==> config.mk <==
export PLATFORM = sky130hd
export DESIGN_NAME = history_ring_autoscale_plot
export DESIGN_NICKNAME = d
export VERILOG_FILES = /design/src/sv/hrap_pkg.sv /design/src/sv/history_ring_autoscale_plot.sv
export SDC_FILE = /design/constraint.sdc
export NUM_CORES = 2
export LEC_CHECK = 0
export ABC_CLOCK_PERIOD_IN_PS = 8410
export BUFFER_PORTS_ARGS = -buffer_cell sky130_fd_sc_hd__buf_2
export CAP_MARGIN = 20
export CELL_PAD_IN_SITES_DETAIL_PLACEMENT = 0
export CELL_PAD_IN_SITES_GLOBAL_PLACEMENT = 2
export CORE_ASPECT_RATIO = 0.9
export CORE_MARGIN = 2
export CORE_UTILIZATION = 48
export DETAILED_ROUTE_END_ITERATION = 7
export GPL_ROUTABILITY_DRIVEN = 0
export PLACE_DENSITY = 0.92
export SLEW_MARGIN = 15
export SYNTH_ARGS = -nofsm -noshare
export SYNTH_HDL_FRONTEND = slang
export SYNTH_SLANG_ARGS = --single-unit
==> constraint.sdc <==
create_clock -name clk -period 8.41 [get_ports clk]
set_clock_uncertainty 0.2 [all_clocks]
set_input_delay 0.4205 -clock clk [delete_from_list [all_inputs] [get_ports clk]]
set_output_delay 0.4205 -clock clk [all_outputs]
set_load 0.02 [all_outputs]
==> src/sv/hrap_pkg.sv <==
// Types and constants shared by the history ring autoscale plot block.
package hrap_pkg;

    localparam int DATA_W      = 16;
    localparam int ACTION_W    = 2;
    localparam int CFG_INDEX_W = 1;
    localparam int FRAC_W      = 4;

    // Widths of the mapping datapath.
    localparam int DIFF_W    = DATA_W + 1;          // x - min, grid span
    localparam int PROD_W    = 2 * DIFF_W;          // (x - min) * span
    localparam int GLD_W     = DATA_W + DIFF_W;     // grid_low * (max - min)
    localparam int NUM_W     = PROD_W + 1;          // numerator
    localparam int QUO_W     = NUM_W - 1;           // numerator magnitude
    localparam int DIV_CNT_W = $clog2(QUO_W);

    localparam logic signed [DATA_W-1:0] SCAN_MAX_SEED   = 16'sd480;
    localparam logic signed [DATA_W-1:0] SCAN_MIN_SEED   = 16'sd1920;
    localparam logic signed [DATA_W-1:0] GRID_LOW_RESET  = 16'sd0;
    localparam logic signed [DATA_W-1:0] GRID_HIGH_RESET = 16'sd63;
    localparam logic signed [DATA_W-1:0] POINT_MAX       = 16'sh7FFF;
    localparam logic signed [DATA_W-1:0] POINT_MIN       = 16'sh8000;

    localparam logic [CFG_INDEX_W-1:0] CFG_GRID_LOW  = 1'b0;
    localparam logic [CFG_INDEX_W-1:0] CFG_GRID_HIGH = 1'b1;

    typedef enum logic [ACTION_W-1:0] {
        ACT_FILL   = 2'd0,
        ACT_INSERT = 2'd1,
        ACT_SCAN   = 2'd2,
        ACT_READ   = 2'd3
    } action_t;

    typedef enum logic [3:0] {
        ST_CLEAR,
        ST_IDLE,
        ST_FILL,
        ST_SCAN,
        ST_SCAN_END,
        ST_SCAN_FIN,
        ST_RD_WAIT,
        ST_MUL,
        ST_SUM,
        ST_DIV,
        ST_SAT,
        ST_PUT
    } state_t;

endpackage

==> src/sv/history_ring_autoscale_plot.sv <==
// Temperature history ring with min/max autoscaling and plot coordinate mapping.
//
//   channel  | handshake          | payload
//   ---------+--------------------+-------------------------------------
//   input    | in_valid, in_stall | action, sample
//   output   | out_valid, out_stall | plot_point, range_min, range_max
//   config   | cfg_write          | cfg_index, cfg_data
//
// Fill writes its sample to every entry, scan sweeps the whole sample memory,
// and read runs a restoring divider, one quotient bit per cycle, over the
// 34-bit magnitude of a 35-bit numerator, skipped when the range is empty.
// After reset a clearing pass writes zero to every entry of the memory, with
// in_stall high. A result waits in the output register while out_stall is
// high, and the next item is accepted meanwhile; that item's result then
// holds the block until the output register frees up.
module history_ring_autoscale_plot #(
    parameter int DEPTH = 128
) (
    input  logic                                   clk,
    input  logic                                   rst_n,
    input  logic                                   in_valid,
    output logic                                   in_stall,
    input  logic [hrap_pkg::ACTION_W-1:0]          action,
    input  logic signed [hrap_pkg::DATA_W-1:0]     sample,
    output logic                                   out_valid,
    input  logic                                   out_stall,
    output logic signed [hrap_pkg::DATA_W-1:0]     plot_point,
    output logic signed [hrap_pkg::DATA_W-1:0]     range_min,
    output logic signed [hrap_pkg::DATA_W-1:0]     range_max,
    input  logic                                   cfg_write,
    input  logic [hrap_pkg::CFG_INDEX_W-1:0]       cfg_index,
    input  logic [hrap_pkg::DATA_W-1:0]            cfg_data
);
    import hrap_pkg::*;

    localparam int AW = $clog2(DEPTH);
    localparam logic [AW-1:0] LAST = AW'(DEPTH - 1);

    // Sample memory
    logic signed [DATA_W-1:0] mem [DEPTH];
    logic                     mem_we;
    logic [AW-1:0]            mem_waddr;
    logic signed [DATA_W-1:0] mem_wdata;
    logic [AW-1:0]            mem_raddr;
    logic signed [DATA_W-1:0] rdata_reg;

    // Control state
    state_t                   state_reg, state_next;
    logic [AW-1:0]            cnt_reg, cnt_next;
    logic [AW-1:0]            wp_reg, wp_next;
    logic [AW-1:0]            rp_reg, rp_next;
    logic signed [DATA_W-1:0] min_reg, min_next;
    logic signed [DATA_W-1:0] max_reg, max_next;
    logic signed [DATA_W-1:0] grid_low_reg, grid_high_reg;
    logic                     out_valid_reg;
    logic                     scan_cmp_reg, scan_cmp_next;
    logic [DIV_CNT_W-1:0]     div_cnt_reg, div_cnt_next;

    // Datapath
    logic signed [DATA_W-1:0] fill_reg, fill_next;
    logic signed [DATA_W-1:0] hi_reg, hi_next;
    logic signed [DATA_W-1:0] lo_reg, lo_next;
    logic signed [DIFF_W-1:0] dx_reg, dx_next;
    logic signed [DIFF_W-1:0] dg_reg, dg_next;
    logic [DATA_W-1:0]        d_reg, d_next;
    logic signed [PROD_W-1:0] prod1_reg, prod1_next;
    logic signed [GLD_W-1:0]  prod2_reg, prod2_next;
    logic                     neg_reg, neg_next;
    logic [QUO_W-1:0]         quo_reg, quo_next;
    logic [DATA_W-1:0]        rem_reg, rem_next;
    logic signed [DATA_W-1:0] point_reg, point_next;
    logic signed [DATA_W-1:0] plot_point_reg, range_min_reg, range_max_reg;

    logic                     accept_in;
    logic                     out_free;
    logic                     out_load;
    logic signed [DIFF_W-1:0] span;
    logic signed [DIFF_W-1:0] ceil_sum;
    logic signed [NUM_W-1:0]  num;
    logic [DIFF_W-1:0]        shifted;
    logic [DIFF_W-1:0]        reduced;

    assign in_stall  = (state_reg != ST_IDLE);
    assign accept_in = in_valid && !in_stall;
    assign out_free  = !out_valid_reg || !out_stall;

    assign out_valid  = out_valid_reg;
    assign plot_point = plot_point_reg;
    assign range_min  = range_min_reg;
    assign range_max  = range_max_reg;

    assign span     = {max_reg[DATA_W-1], max_reg} - {min_reg[DATA_W-1], min_reg};
    assign ceil_sum = ({hi_reg[DATA_W-1], hi_reg} + DIFF_W'(15)) & ~DIFF_W'(15);
    assign num      = {{(NUM_W-PROD_W){prod1_reg[PROD_W-1]}}, prod1_reg}
                    + {{(NUM_W-GLD_W){prod2_reg[GLD_W-1]}}, prod2_reg};
    assign shifted  = {rem_reg, quo_reg[QUO_W-1]};
    assign reduced  = shifted - {1'b0, d_reg};

    always_ff @(posedge clk)
    begin
        if (mem_we)
        begin
            mem[mem_waddr] <= mem_wdata;
        end
        rdata_reg <= mem[mem_raddr];
    end

    always_comb
    begin
        state_next    = state_reg;
        cnt_next      = cnt_reg;
        wp_next       = wp_reg;
        rp_next       = rp_reg;
        min_next      = min_reg;
        max_next      = max_reg;
        scan_cmp_next = 1'b0;
        div_cnt_next  = div_cnt_reg;
        fill_next     = fill_reg;
        hi_next       = hi_reg;
        lo_next       = lo_reg;
        dx_next       = dx_reg;
        dg_next       = dg_reg;
        d_next        = d_reg;
        prod1_next    = prod1_reg;
        prod2_next    = prod2_reg;
        neg_next      = neg_reg;
        quo_next      = quo_reg;
        rem_next      = rem_reg;
        point_next    = point_reg;
        mem_we        = 1'b0;
        mem_waddr     = cnt_reg;
        mem_wdata     = fill_reg;
        mem_raddr     = rp_reg;
        out_load      = 1'b0;

        case (state_reg)
            ST_CLEAR:
            begin
                mem_we    = 1'b1;
                mem_wdata = '0;
                if (cnt_reg == LAST)
                begin
                    cnt_next   = '0;
                    state_next = ST_IDLE;
                end
                else
                begin
                    cnt_next = cnt_reg + 1'b1;
                end
            end
            ST_IDLE:
            begin
                if (accept_in)
                begin
                    case (action)
                        ACT_FILL:
                        begin
                            fill_next  = sample;
                            min_next   = sample;
                            max_next   = sample;
                            cnt_next   = '0;
                            state_next = ST_FILL;
                        end
                        ACT_INSERT:
                        begin
                            mem_we     = 1'b1;
                            mem_waddr  = wp_reg;
                            mem_wdata  = sample;
                            wp_next    = (wp_reg == LAST) ? '0 : wp_reg + 1'b1;
                            point_next = '0;
                            state_next = ST_PUT;
                        end
                        ACT_SCAN:
                        begin
                            hi_next    = SCAN_MAX_SEED;
                            lo_next    = SCAN_MIN_SEED;
                            cnt_next   = '0;
                            state_next = ST_SCAN;
                        end
                        ACT_READ:
                        begin
                            rp_next    = (rp_reg == LAST) ? '0 : rp_reg + 1'b1;
                            state_next = ST_RD_WAIT;
                        end
                        default:
                        begin
                            state_next = ST_IDLE;
                        end
                    endcase
                end
            end
            ST_FILL:
            begin
                mem_we = 1'b1;
                if (cnt_reg == LAST)
                begin
                    cnt_next   = '0;
                    point_next = '0;
                    state_next = ST_PUT;
                end
                else
                begin
                    cnt_next = cnt_reg + 1'b1;
                end
            end
            ST_SCAN:
            begin
                mem_raddr     = cnt_reg;
                scan_cmp_next = 1'b1;
                if (cnt_reg == LAST)
                begin
                    cnt_next   = '0;
                    state_next = ST_SCAN_END;
                end
                else
                begin
                    cnt_next = cnt_reg + 1'b1;
                end
            end
            ST_SCAN_END:
            begin
                // The last entry is folded into the extremes at this edge.
                state_next = ST_SCAN_FIN;
            end
            ST_SCAN_FIN:
            begin
                min_next = {lo_reg[DATA_W-1:FRAC_W], {FRAC_W{1'b0}}};
                if (ceil_sum > DIFF_W'(POINT_MAX))
                begin
                    max_next = POINT_MAX;
                end
                else
                begin
                    max_next = ceil_sum[DATA_W-1:0];
                end
                rp_next    = wp_reg;
                point_next = '0;
                state_next = ST_PUT;
            end
            ST_RD_WAIT:
            begin
                dx_next = {rdata_reg[DATA_W-1], rdata_reg} - {min_reg[DATA_W-1], min_reg};
                dg_next = {grid_high_reg[DATA_W-1], grid_high_reg}
                        - {grid_low_reg[DATA_W-1], grid_low_reg};
                // The range never runs backward, so the difference fits unsigned.
                d_next  = span[DATA_W-1:0];
                if (span == '0)
                begin
                    point_next = grid_low_reg;
                    state_next = ST_PUT;
                end
                else
                begin
                    state_next = ST_MUL;
                end
            end
            ST_MUL:
            begin
                prod1_next = dx_reg * dg_reg;
                prod2_next = grid_low_reg * $signed({1'b0, d_reg});
                state_next = ST_SUM;
            end
            ST_SUM:
            begin
                neg_next     = num[NUM_W-1];
                quo_next     = num[NUM_W-1] ? QUO_W'(-num) : QUO_W'(num);
                rem_next     = '0;
                div_cnt_next = '0;
                state_next   = ST_DIV;
            end
            ST_DIV:
            begin
                // Restoring division of the magnitude, one quotient bit per cycle.
                if (shifted >= {1'b0, d_reg})
                begin
                    rem_next = reduced[DATA_W-1:0];
                    quo_next = {quo_reg[QUO_W-2:0], 1'b1};
                end
                else
                begin
                    rem_next = shifted[DATA_W-1:0];
                    quo_next = {quo_reg[QUO_W-2:0], 1'b0};
                end
                div_cnt_next = div_cnt_reg + 1'b1;
                if (div_cnt_reg == DIV_CNT_W'(QUO_W - 1))
                begin
                    state_next = ST_SAT;
                end
            end
            ST_SAT:
            begin
                if (!neg_reg)
                begin
                    point_next = (quo_reg > QUO_W'(32767)) ? POINT_MAX
                                                           : quo_reg[DATA_W-1:0];
                end
                else
                begin
                    point_next = (quo_reg > QUO_W'(32768)) ? POINT_MIN
                                                           : -quo_reg[DATA_W-1:0];
                end
                state_next = ST_PUT;
            end
            ST_PUT:
            begin
                if (out_free)
                begin
                    out_load   = 1'b1;
                    state_next = ST_IDLE;
                end
            end
            default:
            begin
                state_next = ST_IDLE;
            end
        endcase

        if (scan_cmp_reg)
        begin
            if (rdata_reg > hi_reg)
            begin
                hi_next = rdata_reg;
            end
            if (rdata_reg < lo_reg)
            begin
                lo_next = rdata_reg;
            end
        end
    end

    always_ff @(posedge clk or negedge rst_n)
    begin
        if (!rst_n)
        begin
            state_reg     <= ST_CLEAR;
            cnt_reg       <= '0;
            wp_reg        <= '0;
            rp_reg        <= '0;
            min_reg       <= '0;
            max_reg       <= '0;
            grid_low_reg  <= GRID_LOW_RESET;
            grid_high_reg <= GRID_HIGH_RESET;
            out_valid_reg <= 1'b0;
            scan_cmp_reg  <= 1'b0;
            div_cnt_reg   <= '0;
        end
        else
        begin
            state_reg    <= state_next;
            cnt_reg      <= cnt_next;
            wp_reg       <= wp_next;
            rp_reg       <= rp_next;
            min_reg      <= min_next;
            max_reg      <= max_next;
            scan_cmp_reg <= scan_cmp_next;
            div_cnt_reg  <= div_cnt_next;
            if (out_load)
            begin
                out_valid_reg <= 1'b1;
            end
            else if (!out_stall)
            begin
                out_valid_reg <= 1'b0;
            end
            if (cfg_write)
            begin
                if (cfg_index == CFG_GRID_LOW)
                begin
                    grid_low_reg <= $signed(cfg_data);
                end
                else if (cfg_index == CFG_GRID_HIGH)
                begin
                    grid_high_reg <= $signed(cfg_data);
                end
            end
        end
    end

    always_ff @(posedge clk)
    begin
        fill_reg  <= fill_next;
        hi_reg    <= hi_next;
        lo_reg    <= lo_next;
        dx_reg    <= dx_next;
        dg_reg    <= dg_next;
        d_reg     <= d_next;
        prod1_reg <= prod1_next;
        prod2_reg <= prod2_next;
        neg_reg   <= neg_next;
        quo_reg   <= quo_next;
        rem_reg   <= rem_next;
        point_reg <= point_next;
        if (out_load)
        begin
            plot_point_reg <= point_reg;
            range_min_reg  <= min_reg;
            range_max_reg  <= max_reg;
        end
    end

endmodule

# Word-level counts from Yosys, hierarchy flattened
# Memory sizes are Yosys's and may differ from the RTL's. A register that Yosys moved wholly into a read port is not among the register bits.
# Index checks and enable logic that the tools add are counted.
# W data, S select, Z words.
[word_totals]
register_bits = 377
ram_bits = 2048
inputBits = 40
out_inout_bits = 50
wordCells = 168
n_memories = 1
[mem_list]
columns = ["memory", "words", "word_bits", "rd", "rd_clocked_by_memory_dff", "write_ports", "line_no", "rtl"]
rows = [
  ["mem", 128, 16, 1, 1, 1, "history_ring_autoscale_plot.sv:40", "logic signed [DATA_W-1:0] mem [DEPTH];"],
]
[classes]
addsub = 12
n_mul = 2
n_lt_le_gt_ge = 6
n_eq_ne = 31
mux = 64
n_bitwise = 1
reduce_logical = 25
[ops]
columns = ["op", "n"]
rows = [
  ["$mux W16", 23],
  ["$pmux W16 S2", 4],
  ["$pmux W16 S5", 1],
  ["$mux W7", 11],
  ["$pmux W34 S2", 1],
  ["$sub A16 B16 Y17", 3],
  ["$pmux W4 S11", 1],
  ["$add A34 B33 Y35", 1],
  ["$gt A34 B15 Y1 const B", 1],
  ["$gt A34 B16 Y1 const B", 1],
  ["$mul A17 B17 Y34", 1],
  ["$mux W34", 1],
  ["$neg A34 Y34", 1],
  ["$mul A16 B17 Y33", 1],
  ["$mux W4", 7],
  ["$pmux W7 S2", 2],
  ["$ne A2 B2 Y1 const B", 11],
  ["$add A7 B1 Y7 const B", 3],
  ["$eq A7 B7 Y1 const B", 3],
  ["$add A16 B5 Y17 const B", 1],
  ["$ge A17 B16 Y1", 1],
  ["$gt A17 B16 Y1 const B", 1],
  ["$logic_not A17 Y1", 1],
  ["$eq A4 B3 Y1 const B", 4],
  ["31 further kinds", 56],
]

# Longest topological paths before layout
[depth]
word_depth = 7
depth_mapped = 26
mapped_depth_nobuf = 25

# Least setup slack after synthesis
# No wires, ideal clock.
[synth_path]
path_type = "reg2reg"
startpoint = "reg dx_reg[16]"
endpoint = "reg prod1_reg[33], data pin"
setup_ns = 0.260
arrival_time_ns = 6.087
t_required_ns = 7.950
setup_slack_ns = 1.863
path_stages_with_launch = 25
n_path_buf = 2
synth_period_minus_slack_ns = 6.547
cell_sequence = "edfxtp_1 -> clkbuf_1 -> clkbuf_1 -> nand2_1 -> inv_1 -> fa_1 -> fa_1 -> fa_1 -> fa_1 -> fa_1 -> inv_1 -> fa_1 -> inv_1 -> ha_1 -> a21o_1 -> a21o_1 -> a21oi_1 -> o21ai_0 -> a2bb2oi_1 -> a21oi_1 -> a41o_1 -> o211ai_1 -> o21bai_1 -> a21oi_1 -> xnor2_1"
[synth_via]
elab_chain_len = 1
[synth_lines]
columns = ["item", "line_no", "rtl"]
rows = [
  ["from (decl)", "history_ring_autoscale_plot.sv:63", "logic signed [DIFF_W-1:0] dx_reg, dx_next;"],
  ["from (signal assigned)", "history_ring_autoscale_plot.sv:384", "dx_reg <= dx_next;"],
  ["$mul A17 B17 Y34", "history_ring_autoscale_plot.sv:259", "prod1_next = dx_reg * dg_reg;"],
  ["to (signal assigned)", "history_ring_autoscale_plot.sv:387", "prod1_reg <= prod1_next;"],
  ["to (decl)", "history_ring_autoscale_plot.sv:66", "logic signed [PROD_W-1:0] prod1_reg, prod1_next;"],
]
# Every way passes these cells.
# A chain may end at the register's enable or synchronous reset.

# Worst setup path after layout
[layout_path]
startpoint = "reg d_reg[11]"
endpoint = "reg prod2_reg[32], data pin"
[layout_via]
elab_chain_len = 1
[layout_lines]
columns = ["item", "line_no", "rtl"]
rows = [
  ["from (decl)", "history_ring_autoscale_plot.sv:65", "logic [DATA_W-1:0] d_reg, d_next;"],
  ["from (signal assigned)", "history_ring_autoscale_plot.sv:386", "d_reg <= d_next;"],
  ["$mul A16 B17 Y33", "history_ring_autoscale_plot.sv:260", "prod2_next = grid_low_reg * $signed({1'b0, d_reg});"],
  ["to (signal assigned)", "history_ring_autoscale_plot.sv:388", "prod2_reg <= prod2_next;"],
  ["to (decl)", "history_ring_autoscale_plot.sv:67", "logic signed [GLD_W-1:0] prod2_reg, prod2_next;"],
]
# Every way passes these cells.

==> impl_metrics.env <==
export IMPL_numCtsBuffers=235
export IMPL_num_vias=70700
export IMPL_timing_rr_start="d_reg[11]$_DFFE_PP_"
export IMPL_multi_input_area_um2=44000
export IMPL_clockBufferDepth=4
export IMPL_regArea_um2=72300
export IMPL_drt_first_pass_iters=8
export IMPL_dieWidth_um=532
export IMPL_syn_to_final_growth_pct=11.1
export IMPL_yosysWarnings=0
export IMPL_grt_max_degree=130
export IMPL_worstMarginPinSlew_ns=1.14
export IMPL_detail_route_wl_per_cell_um=26.5
export IMPL_fin_crit_sh_pct=87.7
export IMPL_crit_type="reg2reg"
export IMPL_core_um2=249000
export IMPL_cts_tree="built"
export IMPL_antenna_found_initial=8
export IMPL_post_route_min_period_ns=7.38
export IMPL_swShare_pct=32.0
export IMPL_cp_required_ns=8.80
export IMPL_synth_cells=8077
export IMPL_stdcell_area_um2=134000
export IMPL_fmax_ghz=0.136
export IMPL_wl_mm=312
export IMPL_post_cts_buffers=0
export IMPL_drtIter0Drc=7864
export IMPL_crit_arrival_ns=7.77
export IMPL_grt_remaining_overflow=0
export IMPL_setup_viol=0
export IMPL_grt_busiest_layer="met2"
export IMPL_finalHoldViolations=0
export IMPL_postPlaceCellArea_um2=125000
export IMPL_clkPwrFrac_pct=29.2
export IMPL_yosys_cell_types_count=98
export IMPL_p_int_w=0.0248
export IMPL_syn_mean_instance_area_um2=14.9
export IMPL_nNetsFinal=9145
export IMPL_timing_final_ws_setup_ns=1.03
export IMPL_finalSetupTns_ns=0
export IMPL_outcome="completed"
export IMPL_worst_path_max_fanout=10
export IMPL_synthArstFlopShare_pct=3.97
export IMPL_place_ws_ns=1.12
export IMPL_dieArea_um2=255000
export IMPL_reg2reg_depth=23
export IMPL_use_met2_pct=40.1
export IMPL_synth_nets=8960
export IMPL_rsz0062_at_grt="no"
export IMPL_drive_above_1_share_pct=15.3
export IMPL_ys_seq_area_share_pct=60.1
export IMPL_seqPwrFrac_pct=38.0
export IMPL_fp_dieH_um=479
export IMPL_synth_seq_cells=2441
export IMPL_root_buffer="clkbuf_16"
export IMPL_grt_pass1_vias=71500
export IMPL_ioPinCount=90
export IMPL_largest_reg_flops=2048
export IMPL_cts_sinks=2441
export IMPL_ant_nets=0
export IMPL_cap_violations=0
export IMPL_hp_class="in2async"
export IMPL_p_switching_w=0.0117
export IMPL_met1_usage_pct=32.7
export IMPL_synth_edf_count=2296
export IMPL_drv_slew=0
export IMPL_placementRows=174
export IMPL_power_density_nw_per_um2=273
export IMPL_grt_first_pass_wirelength_mm=465
export IMPL_slew_headroom_pct=23.7
export IMPL_synth_ff_type="edfxtp_1"
export IMPL_p_leak_nw=50.1
export IMPL_rr_endpoint="prod2_reg[32]$_DFFE_PP_"
export IMPL_insertion_delay_ns=0.93
export IMPL_initial_core_util_pct=48.2
export IMPL_dp_hpwl_mm=202
export IMPL_htreeDepth=4
export IMPL_setup_worst_path_start_class="register"
export IMPL_rrSetupSlack_ns=1.03
export IMPL_endpoint_kind="register"
export IMPL_synth_area_um2=120000
export IMPL_via_per_inst=5.99
export IMPL_track_usage_pct=24.4
export IMPL_ir_drop_mv=1.29
export IMPL_port_buffers=89
export IMPL_fillerInstances=19800
export IMPL_remaining_drc_errors=0
export IMPL_cts_repair_resized=0
export IMPL_grt_util_met3_pct=3.60
export IMPL_clkTransAtPathRegs_ns=0.07
export IMPL_combPwrFrac_pct=32.8
[cell families after synthesis]
kind of cell	Yosys count	synth area share (%)
adder cells (fa/ha/maj)	843	11.9
multiplexers	567	10.1
flip-flops	2441	60.1
AO/OA/AOI/OAI	1056	5.92
buffers and inverters	1119	3.67
AND/OR/NAND/NOR	1923	7.44
XOR/XNOR	128	0.932
[synthesized netlist by cell type (14+ instances only)]
cell	number	area [um2]
a31oi_1	128	801
a211oi_1	193	1450
inv_1	716	2690
mux4_2	512	11500
o211ai_1	20	150
buf_6	14	158
xor2_1	29	254
mux2_2	22	248
o21a_1	19	143
mux2i_1	32	320
clkinv_1	17	63.8
nand3_1	90	450
and2_1	310	1940
dfrtp_1	91	2280
nor2b_1	33	206
nor2_1	444	1670
a21boi_0	17	128
a21oi_1	194	971
nor3_1	57	285
o21bai_1	18	135
o21ai_0	171	856
nor4_1	17	106
nand2_1	775	2910
nand2b_1	40	250
buf_2	56	280
a22o_1	35	307
and3_1	25	156
buf_1	37	139
xnor2_1	99	867
nand4_1	24	150
or3_1	40	250
o22ai_1	15	93.8
edfxtp_1	2296	68900
a21o_1	84	631
a311oi_1	66	578
ha_1	348	4350
clkbuf_1	264	991
dfxtp_1	48	961
fa_1	495	9910
o31ai_1	16	120
[through the flow]
stage | std cells | total power, W | util [%] | hold slack [ns]
after floorplan | 8077 | 0.0230 | - | -0.0751
after global placement | 11300 | 0.0259 | 50.2 | 0.181
after detailed placement | 11300 | 0.0261 | 50.2 | 0.197
after CTS | 11800 | 0.0367 | 53.5 | 0.0441
after global routing | 11800 | 0.0385 | 53.6 | 0.0952
final | 11800 | 0.0365 | 53.6 | 0.0864
[worst max path at each step]
stage | start | end | slack (ns) | cells after the start
2_1_floorplan | dx_reg[16]$_DFFE_PP_ | prod1_reg[33]$_DFFE_PP_ | 1.86 | 24
3_3_place_gp | dg_reg[8]$_DFFE_PP_ | prod1_reg[30]$_DFFE_PP_ | 1.26 | 22
3_5_place_dp | grid_low_reg[4]$_DFFE_PN0P_ | prod2_reg[32]$_DFFE_PP_ | 1.12 | 23
4_1_cts | grid_low_reg[4]$_DFFE_PN0P_ | prod2_reg[32]$_DFFE_PP_ | 1.13 | 23
5_1_grt | grid_low_reg[4]$_DFFE_PN0P_ | prod2_reg[32]$_DFFE_PP_ | 0.76 | 23
6_report | d_reg[11]$_DFFE_PP_ | prod2_reg[32]$_DFFE_PP_ | 1.03 | 23
[power groups by stage]
stage	Combinational, W	Sequential (W)	Clock [W]
2_1_floorplan	0.00895	0.0141	0
3_3_place_gp	0.0118	0.0141	0
3_5_place_dp	0.0119	0.0141	0
4_1_cts	0.0120	0.0139	0.0108
5_1_grt	0.0134	0.0139	0.0112
6_report	0.0120	0.0139	0.0106
[critical path, cell delays in order, from the launching register on]
cell	delay [ns]
edfxtp_1	0.67
clkinv_1	0.43
nor2_1	0.23
fa_1	0.43
inv_1	0.08
fa_1	0.48
fa_1	0.54
inv_1	0.06
fa_1	0.50
fa_1	0.50
inv_1	0.05
fa_1	0.47
inv_1	0.04
ha_1	0.36
a21o_1	0.19
a21oi_1	0.25
nand2_1	0.10
nor3b_1	0.46
o31ai_1	0.24
a41oi_1	0.29
a21oi_1	0.13
a21o_1	0.19
a21oi_1	0.16
xnor2_1	0.08
[area by class of cell]
cell class / count / area share [%]
Clock buffer: 275 / 4.53
Antenna cell: 6 / 0.0112
Clock inverter: 155 / 1.19
Multi-Input combinational cell: 4517 / 32.9
Tap cell: 3344 / 3.13
Inverter: 736 / 2.07
Timing Repair Buffer: 331 / 2.02
Sequential cell: 2441 / 54.1
[what timing repair did]
action / in CTS / in global routing
hold buffers: 51 / 0
hold endpoints to repair: 115 / 0
setup endpoints to repair: 0 / 0
[metal layers]
layer / vias to the layer above / wire length [um]
met5: - / 10
met4: 2 / 13600
met3: 555 / 25100
met2: 3312 / 153000
met1: 36600 / 120000
li1: 30200 / -
[cell usage in the layout, fill, tap and decap left out, types with 84 or more instances in the layout]
master	n
mux4_2	512
nor2_1	402
dfrtp_1	91
buf_4	165
buf_2	89
fa_1	495
a21oi_1	193
inv_1	715
clkbuf_16	235
a21o_1	84
and2_1	310
nand3_1	89
a211oi_1	192
o21ai_0	168
edfxtp_1	2296
nand2_1	774
xnor2_1	99
a31oi_1	127
ha_1	348
Note: power is estimated with default switching activity, not from simulation.
